## src/rtl/core/crs_pkg.sv

```systemverilog
// Shared widths, codes and types of the ciphertext coefficient rescale core.
package crs_pkg;

    localparam int LANES    = 3;
    localparam int COEF_W   = 63;
    localparam int NUM_W    = COEF_W + 1;
    localparam int STEPS    = NUM_W;
    localparam int STATUS_W = 2;
    localparam int CNT_W    = $clog2(COEF_W);

    localparam logic [STATUS_W-1:0] ST_OK         = 2'd0;
    localparam logic [STATUS_W-1:0] ST_T_ZERO     = 2'd1;
    localparam logic [STATUS_W-1:0] ST_DELTA_ZERO = 2'd2;

    localparam logic CFG_Q = 1'b0;
    localparam logic CFG_T = 1'b1;

    localparam logic [COEF_W-1:0] Q_RESET = 63'd65537;
    localparam logic [COEF_W-1:0] T_RESET = 63'd2;

    typedef logic [LANES-1:0][COEF_W-1:0] t_rem_vec;
    typedef logic [LANES-1:0][NUM_W-1:0]  t_num_vec;

    typedef struct packed {
        logic             valid;
        logic             last;
        logic [LANES-1:0] neg;
    } t_side;

    typedef struct packed {
        logic                busy;
        logic [COEF_W-1:0]   q;
        logic [COEF_W-2:0]   q_half;
        logic [COEF_W-1:0]   delta;
        logic [COEF_W-2:0]   d_half;
        logic [STATUS_W-1:0] status;
    } t_cfg;

endpackage

```

## src/rtl/core/crs_delta_unit.sv

```systemverilog
// Configuration registers and the iterative divider that forms Delta = q / t.
module crs_delta_unit (
    input  logic                       i_clk,
    input  logic                       i_rst_n,
    input  logic                       i_cfg_we,
    input  logic                       i_cfg_index,
    input  logic [crs_pkg::COEF_W-1:0] i_cfg_data,
    output crs_pkg::t_cfg              o_cfg
);

    logic [crs_pkg::COEF_W-1:0] r_q, r_t, r_rem, r_quo;
    logic [crs_pkg::CNT_W-1:0]  r_cnt;
    logic                       r_start, r_busy;
    logic [crs_pkg::NUM_W-1:0]  trial;
    logic                       ge;

    assign trial = {r_rem, r_quo[crs_pkg::COEF_W-1]};
    assign ge    = (trial >= {1'b0, r_t});

    always_ff @(posedge i_clk) begin
        if (!i_rst_n) begin
            r_q     <= crs_pkg::Q_RESET;
            r_t     <= crs_pkg::T_RESET;
            r_start <= 1'b1;
            r_busy  <= 1'b1;
            r_cnt   <= '0;
        end else if (i_cfg_we) begin
            case (i_cfg_index)
                crs_pkg::CFG_Q: r_q <= i_cfg_data;
                crs_pkg::CFG_T: r_t <= i_cfg_data;
                default: ;
            endcase
            r_start <= 1'b1;
            r_busy  <= 1'b1;
        end else if (r_start) begin
            // Load the dividend; the quotient bits shift in behind it.
            r_start <= 1'b0;
            r_quo   <= r_q;
            r_rem   <= '0;
            r_cnt   <= '0;
        end else if (r_busy) begin
            r_rem <= ge ? crs_pkg::COEF_W'(trial - {1'b0, r_t})
                        : trial[crs_pkg::COEF_W-1:0];
            r_quo <= {r_quo[crs_pkg::COEF_W-2:0], ge};
            r_cnt <= r_cnt + 1'b1;
            if (r_cnt == crs_pkg::CNT_W'(crs_pkg::COEF_W - 1)) begin
                r_busy <= 1'b0;
            end
        end
    end

    always_comb begin
        o_cfg.busy   = r_start | r_busy;
        o_cfg.q      = r_q;
        o_cfg.q_half = r_q[crs_pkg::COEF_W-1:1];
        o_cfg.delta  = r_quo;
        o_cfg.d_half = r_quo[crs_pkg::COEF_W-1:1];
        if (r_t == '0) begin
            o_cfg.status = crs_pkg::ST_T_ZERO;
        end else if (r_quo == '0) begin
            o_cfg.status = crs_pkg::ST_DELTA_ZERO;
        end else begin
            o_cfg.status = crs_pkg::ST_OK;
        end
    end

endmodule

```

## config.mk

```make
export PLATFORM = sky130hd
export DESIGN_NAME = crs_delta_unit
export DESIGN_NICKNAME = d
export VERILOG_FILES = /design/src/rtl/core/crs_pkg.sv /design/src/rtl/core/crs_delta_unit.sv
export SDC_FILE = /design/constraint.sdc
export NUM_CORES = 1
export LEC_CHECK = 0
export ABC_AREA = 1
export BUFFER_PORTS_ARGS = -buffer_cell sky130_fd_sc_hd__buf_4
export CAP_MARGIN = 0
export CORE_ASPECT_RATIO = 1.75
export CORE_MARGIN = 2
export CORE_UTILIZATION = 50
export CTS_BUF_LIST = sky130_fd_sc_hd__clkbuf_8
export DETAILED_ROUTE_END_ITERATION = 12
export HOLD_SLACK_MARGIN = 0.06
export PLACE_DENSITY = 0.7
export SLEW_MARGIN = 10
export SYNTH_ARGS = -nofsm -noshare
export SYNTH_HDL_FRONTEND = slang
export SYNTH_SLANG_ARGS = --single-unit
```

## constraint.sdc

```tcl
create_clock -name i_clk -period 10.02 [get_ports i_clk]
set_input_delay 2.004 -clock i_clk [delete_from_list [all_inputs] [get_ports i_clk]]
set_output_delay 2.004 -clock i_clk [all_outputs]
set_load 0.005 [all_outputs]
```

# Word level (Yosys, flattened, before mapping)
# Cells that the tools add are included.
[totals]
regBits = 260
latchBits = 0
mem_bits_rw = 0
romBits = 0
input_bits = 67
output_inout_bits = 253
wordCells = 34
memories = 0
[op_classes]
n_addsub = 2
n_mul = 0
n_div = 0
order_cmp = 1
n_eq_ne = 1
shifts = 0
muxes = 11
bitwise_logic = 4
n_reduce_logical = 8
[ops]
columns = ["operator", "count"]
rows = [
  ["$mux 63", 4],
  ["$logic_not 63->1", 2],
  ["$ge 64x63->1", 1],
  ["$sub 63x63->63", 1],
  ["$mux 6", 2],
  ["$add 6x1->6 const B", 1],
  ["$eq 6x6->1 const B", 1],
  ["$reduce_and 2->1", 3],
  ["$mux 2", 2],
  ["$mux 1", 3],
  ["$not 1->1", 3],
  ["$reduce_and 3->1", 1],
  ["$reduce_bool 2->1", 1],
  ["$reduce_or 2->1", 1],
  ["$or 1x1->1", 1],
]

# Longest topological paths before layout
[logic_depth]
ltp_word = 3
mapped_depth = 19
ltp_nobuf = 18

# Worst setup path after synthesis
# OpenSTA, ideal clock, no wires.
[synth_timing]
path_type = "in2reg"
start = "in i_rst_n"
end = "reg r_quo[0] in the netlist's numbering (enable)"
setup_time_ps = 612
t_arrival_ps = 7642
required_ps = 9408
slack_ps = 1765
cell_stages = 3
n_path_buf = 1
cell_sequence = "clkbuf_1 > inv_1 > nor2_1"
[synth_via]
elab_chain_cells = 1
[synth_lines]
columns = ["element", "line_no", "rtl"]
rows = [
  ["from (decl)", "crs_delta_unit.sv:4", "input logic i_rst_n,"],
  ["$reduce_and 3->1 (no source line)", "--", ""],
  ["to (signal assigned)", "crs_delta_unit.sv:38", "r_quo <= r_q;"],
  ["to (signal assigned)", "crs_delta_unit.sv:44", "r_quo <= {r_quo[crs_pkg::COEF_W-2:0], ge};"],
  ["to (decl)", "crs_delta_unit.sv:11", "logic [crs_pkg::COEF_W-1:0] r_q, r_t, r_rem, r_quo;"],
]
# Every way passes these cells.
# A chain may end at the register's enable or synchronous reset.

==> results.yml <==
power:
  p_sw_mw: 1.010
  p_leak_nw: 10.74
  finalPower_mw: 3.000
  power.density_nw_per_um2: 149.0
  share_seq_of_total_power: 0.416
  pwr-share-clk: 0.325
  max-vdd-ir-drop_uv: 127.4
  p_int_mw: 1.989
  netSwitchingFraction: 0.3368
  combPwrFrac: 0.259
timing:
  period_needed_ns: 4.761
  slew-limit-headroom: 0.2391
  worst_slew_pin_slew_ns: 1.140
  drv_slew: 0
  fin_hold_ws_ns: 0.4806
  fmax_ghz: 0.2100
  setup_ws_ns: 5.259
  finalSetupViolCount: 0
  fin_crit_sh: 0.4752
  fin_skew_ns: 0.03893
  fin_setup_tns_ns: 0
  rsz0062_at_grt: "no"
  hold_viol_final: 0
worst_setup_path:
  path_common_cell: "nor4_1"
  cp_slowest_cell: "nor4_1"
  crit_chain: "nor4_1 > nand4_1 > nor4_1 > nor2_1 > buf_4"
  path_class: "reg -> out"
  path_max_fanout: 2
  slowest_delay_ns: 0.82
  endpoint_kind: "primary output"
  required_ns: 8.02
  cp.arrival_ns: 2.76
  start_kind: "flop"
  reg2reg_depth: 17
floorplan:
  core_um2: 34460
  die_w_um: 145.3
  die_h_um: 251.2
  dieArea_um2: 36490
  row_count: 90
  initial_core_util: 0.5068
  io_pins: 320
clocking:
  cts_buffers: 41
  cts_buffer_depth: 3
  clkLatencyLatePin_ns: 0.59
  cts_tree: "yes"
  h-tree-depth: 2
  cts_num_sinks: 260
  cts_setup_buffers: 0
  ctsResizeCount: 0
  cts-root-buf: "clkbuf_8"
  clkTransAtPathRegs_ns: 0.06
  hold_buffers: 0
synth:
  ys_seq_area_frac: 0.3703
  synth_common_cells: "nand2_1, inv_1, nor2_1"
  ys_types: 36
  syn_area_per_cell_um2: 6.552
  synth_top_cell_area_share: 0.2167
  ys_ff_latch: 260
  syn_nets: 2798
  synth_area_leaders: "edfxtp_1, nand2_1, dfxtp_1"
  synth_ff_type: "dfxtp_1"
  syn_area_um2: 17460
  synth_top_cell_by_area: "edfxtp_1"
  yosys.cell_count.top_type: "nand2_1"
  yosys_warnings: 0
  synthCells: 2665
  synth_edf_count: 126
  async_flop_share: 0
min_path:
  min_path_type: "reg -> reg"
  hold_path_depth: 2
global_routing:
  antenna_found_initial: 1
  grt.total_usage: 0.3210
  overflow: 0
  grt_pass1_wl_um: 91070
  grt_pass1_vias: 16250
  grt_max_degree: 128
drt:
  routedWlPerCell_um: 17.99
  drt-initial-drc-count: 1057
  vias: 16840
  wl_um: 59910
  first_pass_iters: 7
  drc_errors: 0
  antenna_left: 0
  viasPerCell: 5.058
place:
  gp_congestion: 1.004
  detailedPlace.worstSlack_ns: 5.563
  hpwl_um: 47300
  io_buffers: 319
run:
  cap_violations: 0
finish:
  regArea_um2: 6467
  layout-drive-gt1-share: 0.1443
  n_fill_cell: 3484
  area_growth_pct: 15.28
  multi_input_area_um2: 8117
  fin_util: 0.5842
  layout.nets: 2970
outcome:
  status: "completed"
==> power groups by stage <==
stage | Clock [mW] | Sequential, mW | Combinational [mW]
4_1_cts | 0.991 | 1.25 | 0.775
5_1_grt | 1.03 | 1.25 | 0.869
6_report | 0.975 | 1.25 | 0.778
3_5_place_dp | 0 | 1.27 | 0.772
2_1_floorplan | 0 | 1.25 | 0.517
3_3_place_gp | 0 | 1.27 | 0.765
==> cells in the final DEF (no fill, tap or decap), drive strengths merged <==
| cell | synthesis | final |
|---|---|---|
| fa | 1 | 1 |
| a21oi | 105 | 105 |
| edfxtp | 126 | 126 |
| nand4 | 31 | 31 |
| buf | 140 | 325 |
| o21a | 1 | 1 |
| dfxtp | 134 | 134 |
| a211oi | 1 | 1 |
| xnor2 | 1 | 1 |
| clkinv | 1 | 11 |
| bufinv | 0 | 3 |
| nand2 | 891 | 891 |
| ha | 65 | 65 |
| clkbuf | 56 | 49 |
| or2 | 2 | 2 |
| xor2 | 31 | 31 |
| nand3 | 65 | 65 |
| o211ai | 1 | 1 |
| nor2 | 346 | 346 |
| o21bai | 1 | 1 |
| inv | 440 | 451 |
| diode | 0 | 1 |
| clkinvlp | 0 | 2 |
| and2 | 3 | 3 |
| o21ai | 171 | 171 |
| nor4 | 31 | 31 |
| nor3 | 13 | 13 |
| nand3b | 8 | 8 |
==> logic make-up after synthesis <==
family	synth area share
and+or+nand+nor	0.3189
xor gates and xnor gates	0.01605
DFF	0.3703
adders and majority gates	0.04772
AOI/OAI and AO/OA	0.08083
buffers and inverters	0.1662
==> through the flow <==
step / instance area, um^2 / std cells
after CTS: 20130 / 3329
after floorplan: 17460 / 2665
final: 20130 / 3330
after global placement: 19260 / 3254
after detailed placement: 19260 / 3254
after global routing: 20130 / 3330
==> path summary, 6_finish.rpt <==
kind / startpoint / slack (ns) / to
min reg2reg: r_busy$_SDFFE_PP1N_ / 0.48 / r_busy$_SDFFE_PP1N_
min: r_busy$_SDFFE_PP1N_ / 0.48 / r_busy$_SDFFE_PP1N_
max: r_t[43]$_SDFFE_PN0P_ / 5.26 / o_cfg[1]
max reg2reg: r_quo[62]$_DFFE_PP_ / 6.13 / r_rem[25]$_SDFFCE_PP0P_
==> per-layer routing <==
layer | GRT usage | vias up | part of all wire
met4 | 0.1580 | 0 | 0.051
met2 | 0.5804 | 587 | 0.51
met1 | 0.3743 | 7656 | 0.38
li1 | - | 8473 | -
met5 | 0 | - | 0
met3 | 0.03829 | 126 | 0.057
==> sequential cells by signal, summed over array words and instances (netlist names) <==
| signal | cells |
|---|---|
| r_busy | 1 |
| r_cnt | 6 |
| r_q | 63 |
| r_quo | 63 |
| r_rem | 63 |
| r_start | 1 |
| r_t | 63 |
==> critical path, delay by kind of cell, from the launching register on <==
kind                   cells  cell delay (ns)
flip-flops                 1             0.31
AND/OR/NAND/NOR            4             1.71
buffers and inverters      1             0.16
==> layout make-up <==
cell class | count | share of cell area
multi-input cells | 1768 | 0.4032
flip-flops and latches | 260 | 0.3213
repair buffers | 325 | 0.1212
inverters | 441 | 0.08229
clock buffers | 49 | 0.03350
well taps | 460 | 0.02859
clock inverters | 26 | 0.009820
diodes | 1 | 0.0001243
Note: power is estimated with default switching activity, not from simulation.
